`src/design/ppmfd_pkg.sv`:
```
`default_nettype none
package ppmfd_pkg;

  // Number of channel slots in one frame (1 to 16).
  localparam int CHANNELS = 8;

  localparam int SLOT_W  = 5;
  localparam int CHAN_W  = 4;
  localparam int VALUE_W = 32;
  localparam int WIDTH_W = 16;
  localparam int DMAX_W  = 17;
  localparam int CFG_W   = 32;
  localparam int CFG_IDX_W = 2;

  localparam logic [SLOT_W-1:0] SLOT_IDLE = SLOT_W'(CHANNELS);
  localparam logic [CHAN_W-1:0] CHAN_LAST = CHAN_W'(CHANNELS - 1);

  localparam logic [VALUE_W-1:0] SYNC_MIN_RST = 32'd3000;
  localparam logic [VALUE_W-1:0] SYNC_MAX_RST = 32'd30000;
  localparam logic [WIDTH_W-1:0] DATA_MIN_RST = 16'd800;
  localparam logic [DMAX_W-1:0]  DATA_MAX_RST = 17'd2200;

  typedef enum logic [CFG_IDX_W-1:0] {
    REG_SYNC_MIN = 2'd0,
    REG_SYNC_MAX = 2'd1,
    REG_DATA_MIN = 2'd2,
    REG_DATA_MAX = 2'd3
  } cfg_reg_t;

  // Control from the sequencer to the row of width cells.
  typedef struct packed {
    logic               shift;
    logic [WIDTH_W-1:0] width;
  } cell_ctrl_t;

endpackage
`default_nettype wire

```
`src/design/ppmfd_in_if.sv`:
```
`default_nettype none
interface ppmfd_in_if;
  logic                            valid;
  logic                            ready;
  logic                            kind;
  logic [ppmfd_pkg::VALUE_W-1:0]   value;
  logic                            rssi_ok;

  modport source (output valid, output kind, output value, output rssi_ok, input ready);
  modport sink   (input valid, input kind, input value, input rssi_ok, output ready);
endinterface
`default_nettype wire

```
`src/design/ppmfd_out_if.sv`:
```
`default_nettype none
interface ppmfd_out_if;
  logic                            valid;
  logic                            ready;
  logic [ppmfd_pkg::CHAN_W-1:0]    channel;
  logic [ppmfd_pkg::WIDTH_W-1:0]   width;
  logic                            last;

  modport source (output valid, output channel, output width, output last, input ready);
  modport sink   (input valid, input channel, input width, input last, output ready);
endinterface
`default_nettype wire

```
`src/design/ppmfd_cell.sv`:
```
`default_nettype none
module ppmfd_cell (
  input  wire logic                          clk,
  input  wire logic                          shift,
  input  wire logic [ppmfd_pkg::WIDTH_W-1:0] d,
  output logic      [ppmfd_pkg::WIDTH_W-1:0] q
);

  always_ff @(posedge clk) begin
    if (shift) begin
      q <= d;
    end
  end

endmodule
`default_nettype wire

```
`src/design/ppmfd_ctrl.sv`:
```
`default_nettype none
module ppmfd_ctrl (
  input  wire logic                              clk,
  input  wire logic                              rst,
  ppmfd_in_if.sink                               in_item,
  ppmfd_out_if.source                            out_item,
  input  wire logic                              cfg_we,
  input  wire logic [ppmfd_pkg::CFG_IDX_W-1:0]   cfg_index,
  input  wire logic [ppmfd_pkg::CFG_W-1:0]       cfg_data,
  input  wire logic [ppmfd_pkg::WIDTH_W-1:0]     head_width,
  output ppmfd_pkg::cell_ctrl_t                  cell_ctrl
);

  typedef enum logic [1:0] {
    ST_IDLE = 2'b01,
    ST_EMIT = 2'b10
  } state_t;

  state_t                          state, state_next;
  logic [ppmfd_pkg::SLOT_W-1:0]    slot_index, slot_index_next;
  logic [ppmfd_pkg::VALUE_W-1:0]   prev_edge_time;
  logic                            frame_complete, frame_complete_next;
  logic [ppmfd_pkg::CHAN_W-1:0]    count, count_next;

  logic [ppmfd_pkg::VALUE_W-1:0]   sync_min_ticks;
  logic [ppmfd_pkg::VALUE_W-1:0]   sync_max_ticks;
  logic [ppmfd_pkg::WIDTH_W-1:0]   data_min_ticks;
  logic [ppmfd_pkg::DMAX_W-1:0]    data_max_ticks;

  logic [ppmfd_pkg::VALUE_W-1:0]   w;
  logic                            accept;
  logic                            out_xfer;
  logic                            waiting;
  logic                            sync_ok;
  logic                            data_ok;
  logic                            release_frame;
  logic                            store;

  assign in_item.ready = (state == ST_IDLE);
  assign accept        = in_item.valid && in_item.ready;
  assign out_xfer      = out_item.valid && out_item.ready;

  assign w = in_item.kind ? in_item.value : (in_item.value - prev_edge_time);

  assign waiting = (slot_index >= ppmfd_pkg::SLOT_IDLE);
  assign sync_ok = (w > sync_min_ticks) && (w < sync_max_ticks);
  assign data_ok = (w > {16'd0, data_min_ticks}) && (w < {15'd0, data_max_ticks});

  assign release_frame = accept && waiting && sync_ok && frame_complete && in_item.rssi_ok;
  assign store         = accept && !waiting && data_ok;

  // Widths enter at the tail of the row; a release drains the row from the head.
  assign cell_ctrl.shift = store || out_xfer;
  assign cell_ctrl.width = w[ppmfd_pkg::WIDTH_W-1:0];

  assign out_item.valid   = (state == ST_EMIT);
  assign out_item.channel = count;
  assign out_item.width   = head_width;
  assign out_item.last    = (count == ppmfd_pkg::CHAN_LAST);

  always_comb begin
    slot_index_next     = slot_index;
    frame_complete_next = frame_complete;
    if (accept) begin
      if (waiting) begin
        if (sync_ok) begin
          slot_index_next = '0;
          if (release_frame) begin
            frame_complete_next = 1'b0;
          end
        end else begin
          slot_index_next     = ppmfd_pkg::SLOT_IDLE;
          frame_complete_next = 1'b0;
        end
      end else if (data_ok) begin
        slot_index_next = slot_index + 1'b1;
        if (slot_index_next == ppmfd_pkg::SLOT_IDLE) begin
          frame_complete_next = 1'b1;
        end
      end else begin
        slot_index_next     = ppmfd_pkg::SLOT_IDLE;
        frame_complete_next = 1'b0;
      end
    end
  end

  always_comb begin
    state_next = state;
    count_next = count;
    unique case (state)
      ST_IDLE: begin
        if (release_frame) begin
          state_next = ST_EMIT;
          count_next = '0;
        end
      end
      ST_EMIT: begin
        if (out_xfer) begin
          if (out_item.last) begin
            state_next = ST_IDLE;
            count_next = '0;
          end else begin
            count_next = count + 1'b1;
          end
        end
      end
      default: begin
        state_next = ST_IDLE;
        count_next = '0;
      end
    endcase
  end

  always_ff @(posedge clk) begin
    if (rst) begin
      state          <= ST_IDLE;
      count          <= '0;
      slot_index     <= ppmfd_pkg::SLOT_IDLE;
      frame_complete <= 1'b0;
      prev_edge_time <= '0;
    end else begin
      state          <= state_next;
      count          <= count_next;
      slot_index     <= slot_index_next;
      frame_complete <= frame_complete_next;
      if (accept && !in_item.kind) begin
        prev_edge_time <= in_item.value;
      end
    end
  end

  always_ff @(posedge clk) begin
    if (rst) begin
      sync_min_ticks <= ppmfd_pkg::SYNC_MIN_RST;
      sync_max_ticks <= ppmfd_pkg::SYNC_MAX_RST;
      data_min_ticks <= ppmfd_pkg::DATA_MIN_RST;
      data_max_ticks <= ppmfd_pkg::DATA_MAX_RST;
    end else if (cfg_we) begin
      unique case (ppmfd_pkg::cfg_reg_t'(cfg_index))
        ppmfd_pkg::REG_SYNC_MIN: sync_min_ticks <= cfg_data;
        ppmfd_pkg::REG_SYNC_MAX: sync_max_ticks <= cfg_data;
        ppmfd_pkg::REG_DATA_MIN: data_min_ticks <= cfg_data[ppmfd_pkg::WIDTH_W-1:0];
        ppmfd_pkg::REG_DATA_MAX: data_max_ticks <= cfg_data[ppmfd_pkg::DMAX_W-1:0];
        default: ;
      endcase
    end
  end

`ifndef ASSERT_OFF
  a_no_accept_while_emitting: assert property (@(posedge clk) disable iff (rst)
    out_item.valid |-> !in_item.ready)
    else $error("input accepted while a frame is being released");

  a_release_starts_at_zero: assert property (@(posedge clk) disable iff (rst)
    release_frame |=> (out_item.valid && (out_item.channel == '0)))
    else $error("frame release did not start at channel zero");

  a_last_returns_idle: assert property (@(posedge clk) disable iff (rst)
    (out_xfer && out_item.last) |=> (in_item.ready && !out_item.valid))
    else $error("decoder did not return to idle after the last channel");

  a_slot_in_range: assert property (@(posedge clk) disable iff (rst)
    slot_index <= ppmfd_pkg::SLOT_IDLE)
    else $error("slot index beyond channel count");

  a_release_needs_full_frame: assert property (@(posedge clk) disable iff (rst)
    release_frame |-> (frame_complete && waiting))
    else $error("frame released without a complete set of channels");
`endif

endmodule
`default_nettype wire

```
`src/design/ppm_frame_decoder_unit.sv`:
```
`default_nettype none
// PPM frame decoder.
// in_item carries one pulse edge timestamp (kind 0) or one ready width (kind 1)
// with the rssi_ok flag; a transfer takes place when valid and ready are high.
// out_item carries the released channels: channel index, width and a last mark.
// The cfg port writes the window limits (sync min, sync max, data min, data max)
// by index; write only while no frame is being released. A sync that releases
// a stored frame makes the outputs valid on the next cycle and then holds the
// input off while the row of width cells drains from its head, one channel per
// output transfer. When the receiver holds ready low, the current channel stays
// on the port and nothing moves. Reset restores the default windows, clears the
// last timestamp and puts the decoder in the wait-for-sync state; stored widths
// are not cleared, since a release only follows a full set of fresh widths.
module ppm_frame_decoder_unit (
  input  wire logic                              clk,
  input  wire logic                              rst,
  ppmfd_in_if.sink                               in_item,
  ppmfd_out_if.source                            out_item,
  input  wire logic                              cfg_we,
  input  wire logic [ppmfd_pkg::CFG_IDX_W-1:0]   cfg_index,
  input  wire logic [ppmfd_pkg::CFG_W-1:0]       cfg_data
);

  ppmfd_pkg::cell_ctrl_t            cell_ctrl;
  logic [ppmfd_pkg::WIDTH_W-1:0]    cell_q [ppmfd_pkg::CHANNELS];

  ppmfd_ctrl u_ctrl (
    .clk        (clk),
    .rst        (rst),
    .in_item    (in_item),
    .out_item   (out_item),
    .cfg_we     (cfg_we),
    .cfg_index  (cfg_index),
    .cfg_data   (cfg_data),
    .head_width (cell_q[0]),
    .cell_ctrl  (cell_ctrl)
  );

  for (genvar i = 0; i < ppmfd_pkg::CHANNELS; i++) begin : g_cell
    if (i == ppmfd_pkg::CHANNELS - 1) begin : g_tail
      ppmfd_cell u_cell (
        .clk   (clk),
        .shift (cell_ctrl.shift),
        .d     (cell_ctrl.width),
        .q     (cell_q[i])
      );
    end else begin : g_body
      ppmfd_cell u_cell (
        .clk   (clk),
        .shift (cell_ctrl.shift),
        .d     (cell_q[i+1]),
        .q     (cell_q[i])
      );
    end
  end

endmodule
`default_nettype wire

```
`src/flat_wrapper.sv`:
```
// flat-port wrapper written by rule: the top's interface ports become plain ports
module ppm_frame_decoder_unit_flat 
  (clk, rst, cfg_we, cfg_index, cfg_data, in_item_valid, in_item_kind, in_item_value, in_item_rssi_ok, in_item_ready, out_item_valid, out_item_channel, out_item_width, out_item_last, out_item_ready);
  ppmfd_in_if in_item_i ();
  ppmfd_out_if out_item_i ();
  input  wire logic clk;
  input  wire logic rst;
  input  wire logic cfg_we;
  input  wire logic [ppmfd_pkg::CFG_IDX_W-1:0] cfg_index;
  input  wire logic [ppmfd_pkg::CFG_W-1:0] cfg_data;
  input wire logic [$bits(in_item_i.valid)-1:0] in_item_valid;
  input wire logic [$bits(in_item_i.kind)-1:0] in_item_kind;
  input wire logic [$bits(in_item_i.value)-1:0] in_item_value;
  input wire logic [$bits(in_item_i.rssi_ok)-1:0] in_item_rssi_ok;
  output wire logic [$bits(in_item_i.ready)-1:0] in_item_ready;
  output wire logic [$bits(out_item_i.valid)-1:0] out_item_valid;
  output wire logic [$bits(out_item_i.channel)-1:0] out_item_channel;
  output wire logic [$bits(out_item_i.width)-1:0] out_item_width;
  output wire logic [$bits(out_item_i.last)-1:0] out_item_last;
  input wire logic [$bits(out_item_i.ready)-1:0] out_item_ready;
  assign in_item_i.valid = in_item_valid;
  assign in_item_i.kind = in_item_kind;
  assign in_item_i.value = in_item_value;
  assign in_item_i.rssi_ok = in_item_rssi_ok;
  assign in_item_ready = in_item_i.ready;
  assign out_item_valid = out_item_i.valid;
  assign out_item_channel = out_item_i.channel;
  assign out_item_width = out_item_i.width;
  assign out_item_last = out_item_i.last;
  assign out_item_i.ready = out_item_ready;
  ppm_frame_decoder_unit u_core (.clk(clk), .rst(rst), .in_item(in_item_i), .out_item(out_item_i), .cfg_we(cfg_we), .cfg_index(cfg_index), .cfg_data(cfg_data));
endmodule
```
`config.mk`:
```
export PLATFORM = sky130hd
export DESIGN_NAME = ppm_frame_decoder_unit_flat
export DESIGN_NICKNAME = d
export VERILOG_FILES = /design/src/design/ppmfd_pkg.sv /design/src/design/ppmfd_in_if.sv /design/src/design/ppmfd_out_if.sv /design/src/design/ppmfd_cell.sv /design/src/design/ppmfd_ctrl.sv /design/src/design/ppm_frame_decoder_unit.sv /design/src/flat_wrapper.sv
export SDC_FILE = /design/constraint.sdc
export NUM_CORES = 1
export LEC_CHECK = 0
export BUFFER_PORTS_ARGS = -buffer_cell sky130_fd_sc_hd__buf_2
export CAP_MARGIN = 5
export CORE_MARGIN = 2
export CORE_UTILIZATION = 45
export CTS_CLUSTER_SIZE = 14
export DETAILED_ROUTE_END_ITERATION = 10
export PLACE_DENSITY = 0.71
export SLEW_MARGIN = 20
export SYNTH_ARGS = -nofsm -noshare
export SYNTH_HDL_FRONTEND = slang
export SYNTH_SLANG_ARGS = --single-unit
```
`constraint.sdc`:
```
create_clock -name clk -period 34.5 [get_ports clk]
set_input_delay 5.175 -clock clk [delete_from_list [all_inputs] [get_ports clk]]
set_output_delay 5.175 -clock clk [all_outputs]
set_load 0.05 [all_outputs]
```
==> results.json <==
{
  "syn_area_um2": 13900,
  "path_cells": "buf_2, ha_1, o211ai_1, a21oi_1, o21ai_0, nand2_1, a21o_1, a21oi_1, xor2_1, o21ai_0, ha_1, nand4_1, or3_1, o21ai_0, o22a_1, o211ai_1, nor4_1, nand3_1, o21ai_4, buf_4, buf_4",
  "cts.htree.levels": 1,
  "hold_depth": 0,
  "layout_common_cells": "312 x nand2_1, 178 x a21oi_1, 144 x inv_1, 141 x dfxtp_1, 128 x edfxtp_1",
  "cp.arrival_ps": 10940,
  "status": "finished, final reports clean",
  "drc": 0,
  "worstHoldStart": "u_core.g_cell[4].g_body.u_cell.q[12]",
  "cts_buffer_depth": 3,
  "cpMostUsedCell": "o21ai_0",
  "row_count": 64,
  "yosys_warnings": 0,
  "drt_wl_total_um": 33400,
  "grt_usage_pct": 20.2,
  "pin_count": 96,
  "min_to": "u_core.g_cell[3].g_body.u_cell.q[12]",
  "grt_pass1_vias": 10400,
  "place_ws_ps": 23220,
  "fin_nets": 1785,
  "power_uw": 764,
  "holdWs_ps": 414,
  "tightestPinTransition_ps": 1050,
  "yosysTopAreaCell": "edfxtp_1",
  "r2r-start": "u_core.u_ctrl.prev_edge_time[2]",
  "synth_top_area_share_pct": 27.6,
  "r2r_slack_ps": 28120,
  "clk_pin_slew_ps": 60,
  "skew_ps": 13.3,
  "path_buf_inv": 3,
  "vias": 10900,
  "yosys.area_share.simple_pct": 15.6,
  "io_buffers": 95,
  "area.growth.synth_to_final_pct": 12.1,
  "fp.dieArea_um2": 32300,
  "die_x_um": 180,
  "timing.fmax_mhz": 92.9,
  "worst_hold_path_type": "flop to flop",
  "cts_sinks": 269,
  "synth-edff-count": 128,
  "grt_max_degree": 89,
  "crit_path_end_kind": "flop",
  "syn-num-nets": 1721,
  "post_synth_main_area_contributors": "edfxtp_1 28%, dfxtp_1 20%, ha_1 11%",
  "cts_buffers": 29,
  "r2r-end": "u_core.g_cell[3].g_body.u_cell.q[0]",
  "final_common_cell": "nand2_1",
  "synth-seq-cells": 269,
  "final_max_slew_viol_count": 0,
  "antenna_left": 0,
  "setup_violations": 0,
  "fin_util_pct": 51.1,
  "synth.area.mux_share_pct": 0.459,
  "slew_headroom_pct": 30.0,
  "leakage_nw": 6.02,
  "cp_top_family": "compound AO/OA/AOI/OAI gates",
  "cts_hold_buf": 0,
  "grt_overflow": 0,
  "slowest_stage": "buf_4",
  "ctsResizeCount": 0,
  "drv_cap": 0,
  "dieHeight_um": 180,
  "fin_tns_setup_ps": 0,
  "start_util_pct": 45.6,
  "grt_pass1_wl_um": 53500,
  "cp_data_required_time_ps": 34670,
  "finalCriticalPeriod_ps": 10770,
  "wire_per_inst_um": 16.7,
  "synthArstFlopShare_pct": 0,
  "rsz0062_at_grt": "no",
  "synthCells": 1521,
  "viasPerCell": 5.43,
  "synthAdderAreaFrac_pct": 11.5,
  "synth-seq-area-share_pct": 47.9,
  "critPathKind": "primary input to flop",
  "insertion_delay_ps": 560,
  "drive_gt1_share_pct": 11.0,
  "cts_root_buffer": "clkbuf_16",
  "antenna_found_initial": 0,
  "ir_worst_vdd_uv": 37.6,
  "r2r_cells": 21,
  "synth_top_family_by_area": "compound AO/OA/AOI/OAI gates",
  "p_per_area_nw_per_um2": 49.0,
  "coreArea_um2": 30500,
  "syn_area_per_cell_um2": 9.15,
  "slowest_delay_ps": 890,
  "synth.distinct_cells": 71,
  "hold_viol_final": 0,
  "tritoncts": "done",
  "synthXorXnorAreaFrac_pct": 1.39,
  "place_congestion": 0.907,
  "drt_iter0_markers": 853,
  "synth_compound_area_share_pct": 16.7,
  "ys.flop_type": "dfxtp_1",
  "setup_slack_ps": 23730,
  "drt-pass1-iter-count": 7,
  "post_cts_buffers": 0,
  "period_share_pct": 31.2,
  "path_max_fanout": 88,
  "hpwl_um": 24300,
  "start_kind": "primary input"
}
worst max path at each step:
stage	startpoint	endpoint	slack (ps)	cells past startpoint
floorplan	in_item_value[0]	u_core.g_cell[0].g_body.u_cell.q[0]	16200	20
global placement	in_item_value[4]	u_core.g_cell[7].g_tail.u_cell.q[0]	23440	22
detailed placement	in_item_value[0]	u_core.g_cell[5].g_body.u_cell.q[1]	23220	23
CTS	in_item_value[0]	u_core.g_cell[0].g_body.u_cell.q[2]	23810	23
global route	in_item_value[0]	u_core.g_cell[1].g_body.u_cell.q[2]	23240	23
finish	in_item_value[2]	u_core.g_cell[3].g_body.u_cell.q[0]	23730	21
metal layers:
metal | part of all wire, % | global-route usage (%) | vias to the layer above
li1 | - | - | 5429
met1 | 44 | 26.9 | 5079
met2 | 47 | 33.4 | 285
met3 | 5.0 | 3.00 | 68
met4 | 3.7 | 7.45 | 0
met5 | 0 | 0 | -
cell type report:
cell class	instances	area (um^2)
fillers	2817	14900
flip-flops and latches	269	6670
multi-input cells	1031	6370
clock buffers	39	803
repair buffers	110	591
inverters	144	541
well taps	396	495
clock inverters	10	125
diodes	1	2.50
sequential cells by signal, indices dropped and copies added (netlist names):
register                        count
u_core.u_ctrl.out_item.channel      4
u_core.u_ctrl.sync_min_ticks       32
u_core.g_cell.g_tail.u_cell.q      16
u_core.u_ctrl.prev_edge_time       32
u_core.g_cell.g_body.u_cell.q     112
u_core.u_ctrl.slot_index            5
u_core.u_ctrl.state                 2
u_core.u_ctrl.sync_max_ticks       32
u_core.u_ctrl.data_min_ticks       16
u_core.u_ctrl.data_max_ticks       17
u_core.u_ctrl.frame_complete        1
power by group:
| part | total, mW | internal [mW] | switching [mW] |
|---|---|---|---|
| combinational | 0.120 | 0.0460 | 0.0740 |
| sequential | 0.341 | 0.338 | 0.00285 |
| clock | 0.303 | 0.178 | 0.125 |
| total | 0.764 | 0.562 | 0.202 |
logic make-up (layout without fill, tap and decap cells):
group | Yosys count | in the layout
multiplexers | 6 | 6
XOR/XNOR | 22 | 22
adder cells (fa/ha/maj) | 127 | 127
AND/OR/NAND/NOR | 495 | 495
flip-flops | 269 | 269
other | 0 | 1
AO/OA/AOI/OAI | 381 | 381
buffers and inverters | 221 | 303
cells in the mapped netlist, types with 9 or more instances:
master,count
a211oi_1,9
a21o_1,32
a21oi_1,178
a31oi_1,10
buf_4,16
clkbuf_1,56
dfxtp_1,141
edfxtp_1,128
ha_1,126
inv_1,144
nand2_1,313
nand3_1,17
nand4_1,23
nor2_1,54
nor2b_1,15
nor3_1,19
o211ai_1,20
o21ai_0,71
or3_1,9
xnor2_1,11
xor2_1,11
worst register-to-register path, delay by kind of cell, from the launching register on:
kind,cells,cell delay (ps)
and+or+nand+nor,5,1170
buffers and inverters,3,1410
adders and majority gates,2,560
xor gates and xnor gates,1,80
AOI/OAI and AO/OA,10,2450
DFF,1,330
metrics by stage:
stage                     cells  area (um^2)
after floorplan            1521        13900
after global placement     1950        14700
after detailed placement   1950        14700
after CTS                  1999        15600
after global routing       1999        15600
final                      2000        15600
Note: power is estimated with default switching activity, not from simulation.
